`config.mk`:
```
export PLATFORM = sky130hd
export DESIGN_NAME = cie_queue
export DESIGN_NICKNAME = d
export VERILOG_FILES = /design/src/hdl/cie_pkg.sv /design/src/hdl/cie_queue.sv
export SDC_FILE = /design/constraint.sdc
export NUM_CORES = 1
export LEC_CHECK = 0
export BUFFER_PORTS_ARGS = -buffer_cell sky130_fd_sc_hd__buf_2
export CORE_MARGIN = 3
export CORE_UTILIZATION = 51
export DETAILED_ROUTE_END_ITERATION = 6
export HOLD_SLACK_MARGIN = 0.08
export PLACE_DENSITY_LB_ADDON = 0.3
export SKIP_CTS_REPAIR_TIMING = 1
export SLEW_MARGIN = 20
export SYNTH_ARGS = -nofsm -noshare
export SYNTH_HDL_FRONTEND = slang
export SYNTH_SLANG_ARGS = --single-unit
```
`constraint.sdc`:
```
create_clock -name i_clk -period 3.96 [get_ports i_clk]
set_input_delay 0.198 -clock i_clk [delete_from_list [all_inputs] [get_ports i_clk]]
set_output_delay 0.198 -clock i_clk [all_outputs]
set_load 0.005 [all_outputs]
```
`src/hdl/cie_pkg.sv`:
```
package cie_pkg;

    // input item codes
    typedef logic [1:0] t_mode;
    localparam t_mode MODE_REF  = 2'd0;
    localparam t_mode MODE_CAND = 2'd1;
    localparam t_mode MODE_END  = 2'd2;

    // configuration register indexes
    typedef logic [0:0] t_cfg_idx;
    localparam t_cfg_idx CFG_CONE_RADIUS = 1'b0;
    localparam t_cfg_idx CFG_ET_LIMIT    = 1'b1;

    localparam logic [15:0] CONE_RADIUS_RESET = 16'd1638;
    localparam logic [39:0] ET_LIMIT_RESET    = 40'd10000;
    localparam logic [39:0] SUM_MAX           = 40'hFF_FFFF_FFFF;

    // angle and log constants, Q.16 and Q4.12
    localparam int TAB_LEN = 24;
    localparam logic signed [19:0] PIH_Q16    = 20'sd102944;
    localparam logic [15:0]        LN2_Q16    = 16'd45426;
    localparam logic [16:0]        PI_Q12     = 17'd12868;
    localparam logic signed [17:0] TWO_PI_Q12 = 18'sd25736;

    localparam logic [15:0] ATAN_Q16 [TAB_LEN] = '{
        16'd51472, 16'd30386, 16'd16055, 16'd8150, 16'd4091, 16'd2047,
        16'd1024, 16'd512, 16'd256, 16'd128, 16'd64, 16'd32,
        16'd16, 16'd8, 16'd4, 16'd2, 16'd1, 16'd0,
        16'd0, 16'd0, 16'd0, 16'd0, 16'd0, 16'd0
    };
    localparam logic [15:0] LN1P_Q16 [TAB_LEN] = '{
        16'd26573, 16'd14624, 16'd7719, 16'd3973, 16'd2017, 16'd1016,
        16'd510, 16'd256, 16'd128, 16'd64, 16'd32, 16'd16,
        16'd8, 16'd4, 16'd2, 16'd1, 16'd0, 16'd0,
        16'd0, 16'd0, 16'd0, 16'd0, 16'd0, 16'd0
    };

    // one classified particle passed from front to back
    typedef struct packed {
        t_mode              mode;
        logic               flat;
        logic signed [15:0] eta;
        logic signed [15:0] phi;
        logic [30:0]        et;
    } t_item;

    localparam int QUEUE_DEPTH = 4;

endpackage

```
`src/hdl/cie_queue.sv`:
```
module cie_queue (
    input  logic           i_clk,
    input  logic           i_rst_n,
    input  logic           i_push,
    input  cie_pkg::t_item i_data,
    output logic           o_full,
    input  logic           i_pop,
    output cie_pkg::t_item o_data,
    output logic           o_empty
);
    import cie_pkg::*;

    localparam int PW = $clog2(QUEUE_DEPTH);

    t_item         r_mem [QUEUE_DEPTH];
    logic [PW-1:0] r_wp, r_rp;
    logic [PW:0]   r_cnt;

    assign o_full  = (r_cnt == (PW+1)'(QUEUE_DEPTH));
    assign o_empty = (r_cnt == '0);
    assign o_data  = r_mem[r_rp];

    // pointers and fill level
    always_ff @(posedge i_clk) begin
        if (!i_rst_n) begin
            r_wp  <= '0;
            r_rp  <= '0;
            r_cnt <= '0;
        end else begin
            if (i_push) begin
                r_wp <= r_wp + PW'(1);
            end
            if (i_pop) begin
                r_rp <= r_rp + PW'(1);
            end
            if (i_push && !i_pop) begin
                r_cnt <= r_cnt + (PW+1)'(1);
            end else if (!i_push && i_pop) begin
                r_cnt <= r_cnt - (PW+1)'(1);
            end
        end
    end

    // entry storage
    always_ff @(posedge i_clk) begin
        if (i_push) begin
            r_mem[r_wp] <= i_data;
        end
    end

endmodule

```
==> run metrics <==
core area=18960 sq um; Psw=1342 uW; Unique masters post-synth=21; hold path start=i_pop; Max-slew headroom=0.3036; R2R Path End=r_mem[2][20]; TritonCTS Buffers=27; Final Skew=8.601 ps; Initial Utilization=0.5256; Tcrit/Tclk final=0.6599; Row Count=50; commonest non-fill, non-tap cells in the layout=264 x edfxtp_1, 137 x buf_2, 67 x dlygate4sd3_1; status=completed; post-layout min period=2613 ps; synthesized flop and latch total=273; proportion of layout cells with a drive suffix above 1=0.3987; post-synth net total=463; kind of critical path=flip-flop to output pin; first-pass GRT wire length=27890 um; Syn Std Cell Area=9963 sq um; clk_lat worst skew=510 ps; HPWL after DPL=10040 um; top fanout value on the critical path=36; PD cells=528.4 nW/um^2; FF/Latch Area=8115 sq um; Worst Hold Path Cells=3; Layout Nets=683; max frequency=382.7 MHz; Max Cap Viol=0; antenna-violating nets left=0; CTS H-tree depth=1; Hold Violations, Final=0; # port buffers=137; io pins=138; r2r startpoint=r_wp[0]; routability congestion estimate=0.7053; drt total wl=18330 um; Comb power frac=0.086; # setup viols final=0; Die Width=145.8 um; worst min path class=input pin to flip-flop; DRC=0; worst path buffer plus inverter count=2; internal power=5267 uW; R2R Setup Slk=2130 ps; vias=4729; drt initial violations=218; CTS tree=done; Gate Count Post-Synth=387; Root Driver=clkbuf_16; crit path max-delay cell type=dfxtp_4; clk slew on worst S/H paths=60 ps; Die Y=145.8 um; Power Total=6609 uW; GRT overflow=0; Max clock buf depth=3; family with the most delay on the worst path=flip-flops; DIE AREA=21250 sq um; initial antenna violation count=1; Layout area overhead=25.53%; final count of pins violating max slew=0; post-route setup TNS=0 ps; leakage power=0.004283 uW; crit end category=output pin; YS warnings=0; largest net degree at the start of global routing=67; Worst-Margin Slew=1045 ps; Reg power frac=0.514; worst reg2reg path depth=3; multi-input logic area=1747 sq um; Vias per Instance=5.331; routed len/inst=20.67 um; maximum vdd drop=305.0 uV; Worst Path Required=3760 ps; startpoint types=flip-flop; register area share after synthesis=0.8138; Mean Syn Cell Area=25.74 sq um; Detailed Routing Iterations Pass 1=4; Min Hold Slack=82.01 ps; RSZ-0062 raised after global routing=no; clock sinks=273; Clock power frac=0.400; n_diodes=0; Sw Ratio=0.2030; Filler cells=1246; Global Route Usage Sum=0.1674; WP data arrival=2420 ps; most common cell after layout, fill and taps aside=edfxtp_1; CP Cell Sequence=buf_12, mux4_2, buf_2; vias in the first global route=4983; Critical Path Max Stage Delay=760 ps
cells in the mapped netlist, drive strengths merged:
master    n  area share
mux2i     2      0.0020
edfxtp  264        0.80
nand2     1     0.00038
and2      9      0.0057
dfxtp     9       0.018
fa        1      0.0020
clkbuf    2     0.00075
xor2      3      0.0026
inv       4      0.0015
or3       1     0.00063
xnor2     2      0.0018
ha        5      0.0063
nor2b     2      0.0013
o21ai     1     0.00050
nor3      1     0.00050
buf      12      0.0097
mux4     66        0.15
nor3b     1     0.00075
a21boi    1     0.00075
layout make-up:
class	count	area share
Multi-Input combinational cell	96	0.1397
Clock buffer	30	0.05492
Tap cell	260	0.02601
Sequential cell	273	0.6489
Clock inverter	19	0.01931
Timing Repair Buffer	205	0.1100
Inverter	4	0.001200
worst max-delay path by stage:
stage	cells after the start	to	startpoint	slack [ps]
finish	3	o_data[61]	flip-flop	1350
global route	3	o_data[61]	flip-flop	1160
CTS	3	o_data[53]	flip-flop	1240
detailed placement	3	o_data[53]	flip-flop	1800
global placement	3	o_data[61]	flip-flop	1810
floorplan	3	r_mem[0][0]	r_wp[0]	1440
cells by family (layout without fill, tap and decap cells):
family	after synthesis	in the layout	share of synthesized area
buffers and inverters	18	258	0.01193
adders and majority gates	6	6	0.008288
and+or+nand+nor	15	15	0.009167
DFF	273	273	0.8138
xor gates and xnor gates	5	5	0.004396
muxes	68	68	0.1512
AOI/OAI and AO/OA	2	2	0.001256
through the flow:
stage | setup slack [ps] | instances | area [sq um] | utilization
3_5_place_dp | 1795 | 771 | 10910 | 0.5754
2_1_floorplan | 1438 | 387 | 9963 | -
3_3_place_gp | 1809 | 771 | 10910 | 0.5754
5_1_grt | 1157 | 887 | 12510 | 0.6598
4_1_cts | 1238 | 820 | 11840 | 0.6244
6_report | 1347 | 887 | 12510 | 0.6598
flip-flops by register name, indices dropped and copies added (netlist names), named ones only:
signal / flops
r_cnt: 3
r_rp: 2
r_wp: 2
r_mem: 264
power groups by stage:
stage | logic, uW | registers (uW) | clock network, uW
6_report | 570 | 3400 | 2640
5_1_grt | 619 | 3410 | 2810
2_1_floorplan | 328 | 3410 | 0
3_5_place_dp | 525 | 3460 | 0
3_3_place_gp | 515 | 3450 | 0
4_1_cts | 528 | 3400 | 2690
metal layers:
layer | wire length [um] | global-route usage | up-vias
met2 | 9199 | 0.2729 | 138
met3 | 957 | 0.04640 | 32
li1 | - | - | 2091
met1 | 7800 | 0.2246 | 2466
met4 | 367 | 0.04986 | 2
met5 | 7 | 0 | -
tightest hold or removal path, cell delays in order:
cell and delay [ps]:
buf_2 120, xor2_1 80, and2_1 150
(Power assumes the default switching activity.)
