[src/hdl/cie_pkg.sv]
package cie_pkg;

    // input item codes
    typedef logic [1:0] t_mode;
    localparam t_mode MODE_REF  = 2'd0;
    localparam t_mode MODE_CAND = 2'd1;
    localparam t_mode MODE_END  = 2'd2;

    // configuration register indexes
    typedef logic [0:0] t_cfg_idx;
    localparam t_cfg_idx CFG_CONE_RADIUS = 1'b0;
    localparam t_cfg_idx CFG_ET_LIMIT    = 1'b1;

    localparam logic [15:0] CONE_RADIUS_RESET = 16'd1638;
    localparam logic [39:0] ET_LIMIT_RESET    = 40'd10000;
    localparam logic [39:0] SUM_MAX           = 40'hFF_FFFF_FFFF;

    // angle and log constants, Q.16 and Q4.12
    localparam int TAB_LEN = 24;
    localparam logic signed [19:0] PIH_Q16    = 20'sd102944;
    localparam logic [15:0]        LN2_Q16    = 16'd45426;
    localparam logic [16:0]        PI_Q12     = 17'd12868;
    localparam logic signed [17:0] TWO_PI_Q12 = 18'sd25736;

    localparam logic [15:0] ATAN_Q16 [TAB_LEN] = '{
        16'd51472, 16'd30386, 16'd16055, 16'd8150, 16'd4091, 16'd2047,
        16'd1024, 16'd512, 16'd256, 16'd128, 16'd64, 16'd32,
        16'd16, 16'd8, 16'd4, 16'd2, 16'd1, 16'd0,
        16'd0, 16'd0, 16'd0, 16'd0, 16'd0, 16'd0
    };
    localparam logic [15:0] LN1P_Q16 [TAB_LEN] = '{
        16'd26573, 16'd14624, 16'd7719, 16'd3973, 16'd2017, 16'd1016,
        16'd510, 16'd256, 16'd128, 16'd64, 16'd32, 16'd16,
        16'd8, 16'd4, 16'd2, 16'd1, 16'd0, 16'd0,
        16'd0, 16'd0, 16'd0, 16'd0, 16'd0, 16'd0
    };

    // one classified particle passed from front to back
    typedef struct packed {
        t_mode              mode;
        logic               flat;
        logic signed [15:0] eta;
        logic signed [15:0] phi;
        logic [30:0]        et;
    } t_item;

    localparam int QUEUE_DEPTH = 4;

endpackage

[src/hdl/cie_back.sv]
module cie_back #(
    parameter int MAX_REFS = 16
) (
    input  logic           i_clk,
    input  logic           i_rst_n,
    input  logic           i_empty,
    output logic           o_pop,
    input  cie_pkg::t_item i_item,
    input  logic [15:0]    i_cone_radius,
    input  logic [39:0]    i_et_limit,
    output logic           o_valid,
    input  logic           i_stall,
    output logic           o_isolated,
    output logic           o_ref_overflow
);
    import cie_pkg::*;

    localparam int IW = (MAX_REFS > 1) ? $clog2(MAX_REFS) : 1;
    localparam int CW = $clog2(MAX_REFS + 1);

    localparam logic [3:0] B_IDLE = 4'd0;
    localparam logic [3:0] B_RD   = 4'd1;
    localparam logic [3:0] B_DIF  = 4'd2;
    localparam logic [3:0] B_SQE  = 4'd3;
    localparam logic [3:0] B_SQP  = 4'd4;
    localparam logic [3:0] B_UPD  = 4'd5;
    localparam logic [3:0] B_ERD  = 4'd6;
    localparam logic [3:0] B_ECMP = 4'd7;
    localparam logic [3:0] B_EMIT = 4'd8;

    logic signed [15:0] mem_eta  [MAX_REFS];
    logic signed [15:0] mem_phi  [MAX_REFS];
    logic               mem_flat [MAX_REFS];
    logic [39:0]        mem_sum  [MAX_REFS];

    logic [3:0]         r_state;
    logic [CW-1:0]      r_count;
    logic               r_ovf;
    logic [IW-1:0]      r_j;
    t_item              r_cur;
    logic               r_iso;
    logic               r_ov, r_oiso, r_oovf;
    logic [31:0]        r_rad_sq;
    logic signed [15:0] r_rd_eta, r_rd_phi;
    logic               r_rd_flat;
    logic [39:0]        r_rd_sum;
    logic [15:0]        r_adeta, r_adphi;
    logic [31:0]        r_sqe;
    logic [32:0]        r_q;

    // radius squared follows the register
    logic [31:0] w_rsq;
    assign w_rsq = i_cone_radius * i_cone_radius;

    // distance terms
    logic signed [16:0] w_deta, w_dp;
    logic [16:0]        w_dpa;
    logic signed [17:0] w_fold;
    logic [15:0]        w_adeta, w_adphi;
    assign w_deta  = $signed({r_rd_eta[15], r_rd_eta}) - $signed({r_cur.eta[15], r_cur.eta});
    assign w_dp    = $signed({r_rd_phi[15], r_rd_phi}) - $signed({r_cur.phi[15], r_cur.phi});
    assign w_adeta = w_deta[16] ? 16'(-w_deta) : 16'(w_deta);
    assign w_dpa   = w_dp[16] ? 17'(-w_dp) : 17'(w_dp);
    assign w_fold  = TWO_PI_Q12 - $signed({1'b0, w_dpa});
    always_comb begin
        if (w_dpa > PI_Q12) begin
            w_adphi = w_fold[17] ? 16'(-w_fold) : 16'(w_fold);
        end else begin
            w_adphi = w_dpa[15:0];
        end
    end

    // shared squarer
    logic [15:0] w_mop;
    logic [31:0] w_sq;
    assign w_mop = (r_state == B_SQE) ? r_adeta : r_adphi;
    assign w_sq  = w_mop * w_mop;

    // saturating cone sum
    logic [40:0] w_sum;
    logic [39:0] w_sum_sat;
    assign w_sum     = {1'b0, r_rd_sum} + 41'(r_cur.et);
    assign w_sum_sat = w_sum[40] ? SUM_MAX : w_sum[39:0];

    logic w_last;
    assign w_last = ((CW'(r_j) + CW'(1)) == r_count);

    // result register takes a new result when empty or being taken
    logic w_emit;
    assign w_emit = (r_state == B_EMIT) && (!r_ov || !i_stall);

    // store writes: new reference or cone update
    logic          w_load, w_upd;
    logic [IW-1:0] w_widx;
    assign o_pop  = (r_state == B_IDLE) && !i_empty;
    assign w_load = o_pop && (i_item.mode == MODE_REF) && (r_count < CW'(MAX_REFS));
    assign w_upd  = (r_state == B_UPD) && (r_q < {1'b0, r_rad_sq});
    assign w_widx = r_count[IW-1:0];

    always_ff @(posedge i_clk) begin
        if (w_load) begin
            mem_eta[w_widx]  <= i_item.eta;
            mem_phi[w_widx]  <= i_item.phi;
            mem_flat[w_widx] <= i_item.flat;
            mem_sum[w_widx]  <= '0;
        end else if (w_upd) begin
            mem_sum[r_j] <= w_sum_sat;
        end
        r_rd_eta  <= mem_eta[r_j];
        r_rd_phi  <= mem_phi[r_j];
        r_rd_flat <= mem_flat[r_j];
        r_rd_sum  <= mem_sum[r_j];
    end

    // walk sequencer
    always_ff @(posedge i_clk) begin
        r_rad_sq <= w_rsq;
        if (!i_rst_n) begin
            r_state <= B_IDLE;
            r_count <= '0;
            r_ovf   <= 1'b0;
            r_ov    <= 1'b0;
        end else begin
            // output valid: set on emit, cleared once taken
            if (w_emit) begin
                r_ov <= 1'b1;
            end else if (r_ov && !i_stall) begin
                r_ov <= 1'b0;
            end
            case (r_state)
                B_IDLE: begin
                    if (o_pop) begin
                        r_cur <= i_item;
                        r_j   <= '0;
                        case (i_item.mode)
                            MODE_REF: begin
                                if (w_load) begin
                                    r_count <= r_count + CW'(1);
                                end else begin
                                    r_ovf <= 1'b1;
                                end
                            end
                            MODE_CAND: begin
                                if (!i_item.flat && (r_count != '0)) begin
                                    r_state <= B_RD;
                                end
                            end
                            MODE_END: begin
                                r_iso   <= 1'b1;
                                r_state <= (r_count == '0) ? B_EMIT : B_ERD;
                            end
                            default: r_state <= B_IDLE;
                        endcase
                    end
                end
                B_RD: r_state <= B_DIF;
                B_DIF: begin
                    if (r_rd_flat) begin
                        if (w_last) begin
                            r_state <= B_IDLE;
                        end else begin
                            r_j     <= r_j + IW'(1);
                            r_state <= B_RD;
                        end
                    end else begin
                        r_adeta <= w_adeta;
                        r_adphi <= w_adphi;
                        r_state <= B_SQE;
                    end
                end
                B_SQE: begin
                    r_sqe   <= w_sq;
                    r_state <= B_SQP;
                end
                B_SQP: begin
                    r_q     <= {1'b0, r_sqe} + {1'b0, w_sq};
                    r_state <= B_UPD;
                end
                B_UPD: begin
                    if (w_last) begin
                        r_state <= B_IDLE;
                    end else begin
                        r_j     <= r_j + IW'(1);
                        r_state <= B_RD;
                    end
                end
                B_ERD: r_state <= B_ECMP;
                B_ECMP: begin
                    if (r_rd_sum > i_et_limit) begin
                        r_iso <= 1'b0;
                    end
                    if (w_last) begin
                        r_state <= B_EMIT;
                    end else begin
                        r_j     <= r_j + IW'(1);
                        r_state <= B_ERD;
                    end
                end
                B_EMIT: begin
                    if (w_emit) begin
                        r_oiso  <= r_iso;
                        r_oovf  <= r_ovf;
                        r_count <= '0;
                        r_ovf   <= 1'b0;
                        r_state <= B_IDLE;
                    end
                end
                default: r_state <= B_IDLE;
            endcase
        end
    end

    assign o_valid        = r_ov;
    assign o_isolated     = r_oiso;
    assign o_ref_overflow = r_oovf;

    // a walk never visits an entry beyond the stored references
    a_walk_in_range: assert property (@(posedge i_clk) disable iff (!i_rst_n)
        (r_state == B_RD || r_state == B_ERD) |-> (CW'(r_j) < r_count))
        else $error("walk index beyond reference count");

    // the store never holds more references than it has entries
    a_count_bound: assert property (@(posedge i_clk) disable iff (!i_rst_n)
        r_count <= CW'(MAX_REFS))
        else $error("reference count above store depth");

    // a new result starts a fresh event
    a_emit_clears: assert property (@(posedge i_clk) disable iff (!i_rst_n)
        $rose(r_ov) |-> (r_count == '0 && !r_ovf))
        else $error("event state not cleared at result");

endmodule

[config.mk]
export PLATFORM = sky130hd
export DESIGN_NAME = cie_back
export DESIGN_NICKNAME = d
export VERILOG_FILES = /design/src/hdl/cie_pkg.sv /design/src/hdl/cie_back.sv
export SDC_FILE = /design/constraint.sdc
export NUM_CORES = 2
export LEC_CHECK = 0
export ABC_CLOCK_PERIOD_IN_PS = 10860
export BUFFER_PORTS_ARGS = -buffer_cell sky130_fd_sc_hd__buf_2
export CORE_MARGIN = 2
export CORE_UTILIZATION = 60
export CTS_BUF_LIST = sky130_fd_sc_hd__clkbuf_4 sky130_fd_sc_hd__clkbuf_8 sky130_fd_sc_hd__clkbuf_16
export DETAILED_ROUTE_END_ITERATION = 10
export GPL_ROUTABILITY_DRIVEN = 0
export PLACE_DENSITY_LB_ADDON = 0.3
export SYNTH_ARGS = -nofsm -noshare
export SYNTH_HDL_FRONTEND = slang
export SYNTH_SLANG_ARGS = --single-unit
export TNS_END_PERCENT = 1
[constraint.sdc]
create_clock -name i_clk -period 10.86 [get_ports i_clk]
set_input_delay 0.543 -clock i_clk [delete_from_list [all_inputs] [get_ports i_clk]]
set_output_delay 0.543 -clock i_clk [all_outputs]
set_load 0.02 [all_outputs]
==> key figures <==
CTS
  – TritonCTS Buffers: 142
  – Clk pin slew, worst setup/hold paths: 0.06 ns
  – Clock root buffer: clkbuf_16
  – Clk_lat worst skew: 0.79 ns
  – Clock Sinks: 1449
  – Clock tree buffer depth: 3
  – TritonCTS clock tree: built
  – # resized after CTS: 0
  – H-Tree Depth: 4

Power and ir drop
  – Cell Pwr Density: 191 nW/um^2
  – Leak: 30.2 nW
  – Worst VDD drop: 0.308 mV

Routing
  – Initial drt markers: 4170
  – Detail-routed net length per standard cell: 24.2 um
  – Post-route antenna net violation count: 0
  – Drt pass-1 iters: 6
  – Via count: 41.5k
  – Final WL: 164000 um
  – DRC: 0
  – Routed vias/inst: 6.13

Global route
  – Met2 Usage GRT: 43.8%
  – GR Util met1: 35.8%
  – Pin count of the biggest net entering global routing: 160
  – Most used routing layer: met2
  – GR Overflow Total: 0
  – Vias in the first global route: 43.6k
  – M3 GR Usage: 5.71%
  – GRT Resource Usage Total: 26.7%
  – Initial antenna violation count: 15
  – First-pass GRT wire length: 254000 um

Layout
  – Layout net count: 5845
  – Final Util: 67.5%
  – Final non-filler cell total: 6769
  – Layout cells sized above 1: 17.7%
  – P&R area growth vs syn: 11.3%

Placed design
  – Dpl cells: 6469
  – Post-Place Setup Slack: 0.836 ns
  – Port Buf Inserts: 129
  – HPWL Detailed: 99100 um

Die
  – CORE AREA: 122000 um^2
  – Initial Util: 60.7%
  – Ports: 130
  – Floorplan row count: 128
  – Die height: 355 um
  – Die Area: 126000 um^2
  – Die W: 355 um

Timing
  – Fin Setup TNS: 0 ns
  – Final hold viol count: 0
  – Fmax: 98.5 MHz
  – Tightest Pin Transition: 1.23 ns
  – Setup Skew: 0.0440 ns
  – Pins over their slew limit: 0
  – RSZ-0062 raised after global routing: false
  – Slew Limit Headroom: 17.9%
  – Final worst-path cycle share: 93.5%
  – Setup ws final: 0.710 ns
  – Setup-failing EPs final: 0
  – Final Critical Period: 10.15 ns

Logic synthesis
  – Sequential area share after synthesis: 57.2%
  – Predominant post-synthesis flop cell: edfxtp_1
  – Synth cell types: 96
  – YS warnings: 0
  – Synth area leader: edfxtp_1
  – EDFF count, synth: 1334
  – Async SR Flop Fraction: 0%
  – Count leader, synth: edfxtp_1
  – Top post-synthesis cells by area: edfxtp_1 (54%), mux4_2 (11%), fa_1 (8.8%), ha_1 (6.3%), dfxtp_1 (3.1%)
  – #FFs+latches synth: 1449
  – Yosys top cell area share: 54.1%
  – Mapped Cells: 4784
  – Avg Cell Area, Syn: 15.5 um^2
  – Post-Syn Nets: 5610
  – Post-Syn Area: 74000 um^2
  – Leading cell types by count after synthesis: edfxtp_1 (1334), inv_1 (600), ha_1 (373), mux4_2 (365), fa_1 (327)

Hold path
  – Worst Hold Depth: 1
  – HP Class: input port to flop

Outcome
  – Status: complete, no violations

Setup path
  – Max incr delay on CP: 0.68 ns
  – Worst path arrival time: 10.66 ns
  – Critical-path top delay cell: mux2i_1
  – Worst setup EP type: flop
  – R2R cell count: 39
  – Setup CP Type: flop to flop
  – Critical Path Fanout Max: 22
  – Worst path most repeated cell: inv_1
  – Startpoint Class: flop
  – WP data required: 11.37 ns
  – R2r setup slk: 0.71 ns

Run
  – Max-cap violation count: 0
[power breakdown]
part	switching [mW]	leakage [nW]	total, mW	internal (mW)
combinational	2.29	15.5	4.08	1.79
clock	2.11	2.59	5.39	3.27
sequential	0.0388	12.1	6.29	6.25
[cell usage in the layout, fill, tap and decap left out, drive strengths merged, types with 14 or more instances in the layout]
| cell | count |
|---|---|
| edfxtp | 1334 |
| inv | 609 |
| ha | 373 |
| mux4 | 365 |
| fa | 327 |
| nor2 | 230 |
| nand2 | 195 |
| buf | 192 |
| clkbuf | 190 |
| a21oi | 169 |
| xnor2 | 128 |
| dfxtp | 115 |
| o21ai | 90 |
| and2 | 76 |
| a21o | 73 |
| xor2 | 72 |
| clkinv | 43 |
| nand3 | 41 |
| nor3 | 38 |
| nor2b | 36 |
| nand2b | 36 |
| a31oi | 32 |
| dlygate4sd3 | 31 |
| o21a | 26 |
| bufinv | 25 |
| and3 | 22 |
| nand4 | 22 |
| o21bai | 20 |
| mux2i | 20 |
| or3 | 19 |
| or2 | 14 |
[sequential cells by signal, indices dropped and copies added (netlist names), 31 cells and up]
signal	count
mem_sum	640
r_rd_sum	40
r_q	33
r_cur	63
r_sqe	31
r_rad_sq	31
mem_phi	256
mem_eta	256
[area by class of cell]
cell class | instances | area (um^2)
Sequential cell | 1449 | 42400
Fill cell | 8078 | 39600
Multi-Input combinational cell | 2595 | 29000
Clock buffer | 190 | 4100
Inverter | 608 | 2290
Tap cell | 1625 | 2030
Timing Repair Buffer | 223 | 1470
Clock inverter | 74 | 1130
Antenna cell | 5 | 12.5
[path summary, 6_finish.rpt]
| check | from | to |
|---|---|---|
| max reg2reg | r_state[2]$_SDFFE_PN0P_ | r_q[31]$_DFFE_PP_ |
| min reg2reg | r_iso$_DFFE_PP_ | o_isolated$_DFFE_PP_ |
| max | r_state[2]$_SDFFE_PN0P_ | r_q[31]$_DFFE_PP_ |
| min | i_cone_radius[0] | r_rad_sq[0]$_DFF_P_ |
[cells by family after synthesis]
| group | synth area share, % |
|---|---|
| DFF | 57.2 |
| adders and majority gates | 15.1 |
| xor gates and xnor gates | 2.42 |
| and+or+nand+nor | 5.10 |
| AOI/OAI and AO/OA | 4.77 |
| muxes | 11.6 |
| buffers and inverters | 3.78 |
[what timing repair did]
action / CTS / global route
setup buffers: 0 / 0
hold endpoints to repair: 31 / 0
hold buffers: 31 / 0
endpoints found under the setup margin: 0 / 0
[critical path, delay by kind of cell, from the launching register on]
family,cells,cell delay [ns]
buf+inv,9,1.27
compound gates,10,2.04
fa+ha+maj,8,3.72
mux,1,0.68
flops,1,0.39
simple gates,9,1.49
xor+xnor,2,0.31
[stage by stage]
step	instance area, um^2	power, mW	hold WS (ns)
finish	82400	15.8	0.109
global route	82400	16.6	0.0935
CTS	82400	15.9	0.0603
detailed placement	76900	10.5	0.427
global placement	76900	10.4	0.418
floorplan	74000	9.63	0.400
[per-layer routing]
layer  share of wire, %  vias up
li1                   -    18109
met1                 38    21130
met2                 49     1839
met3                8.7      367
met4                3.4       22
met5              0.080        -
(Power assumes the default switching activity.)
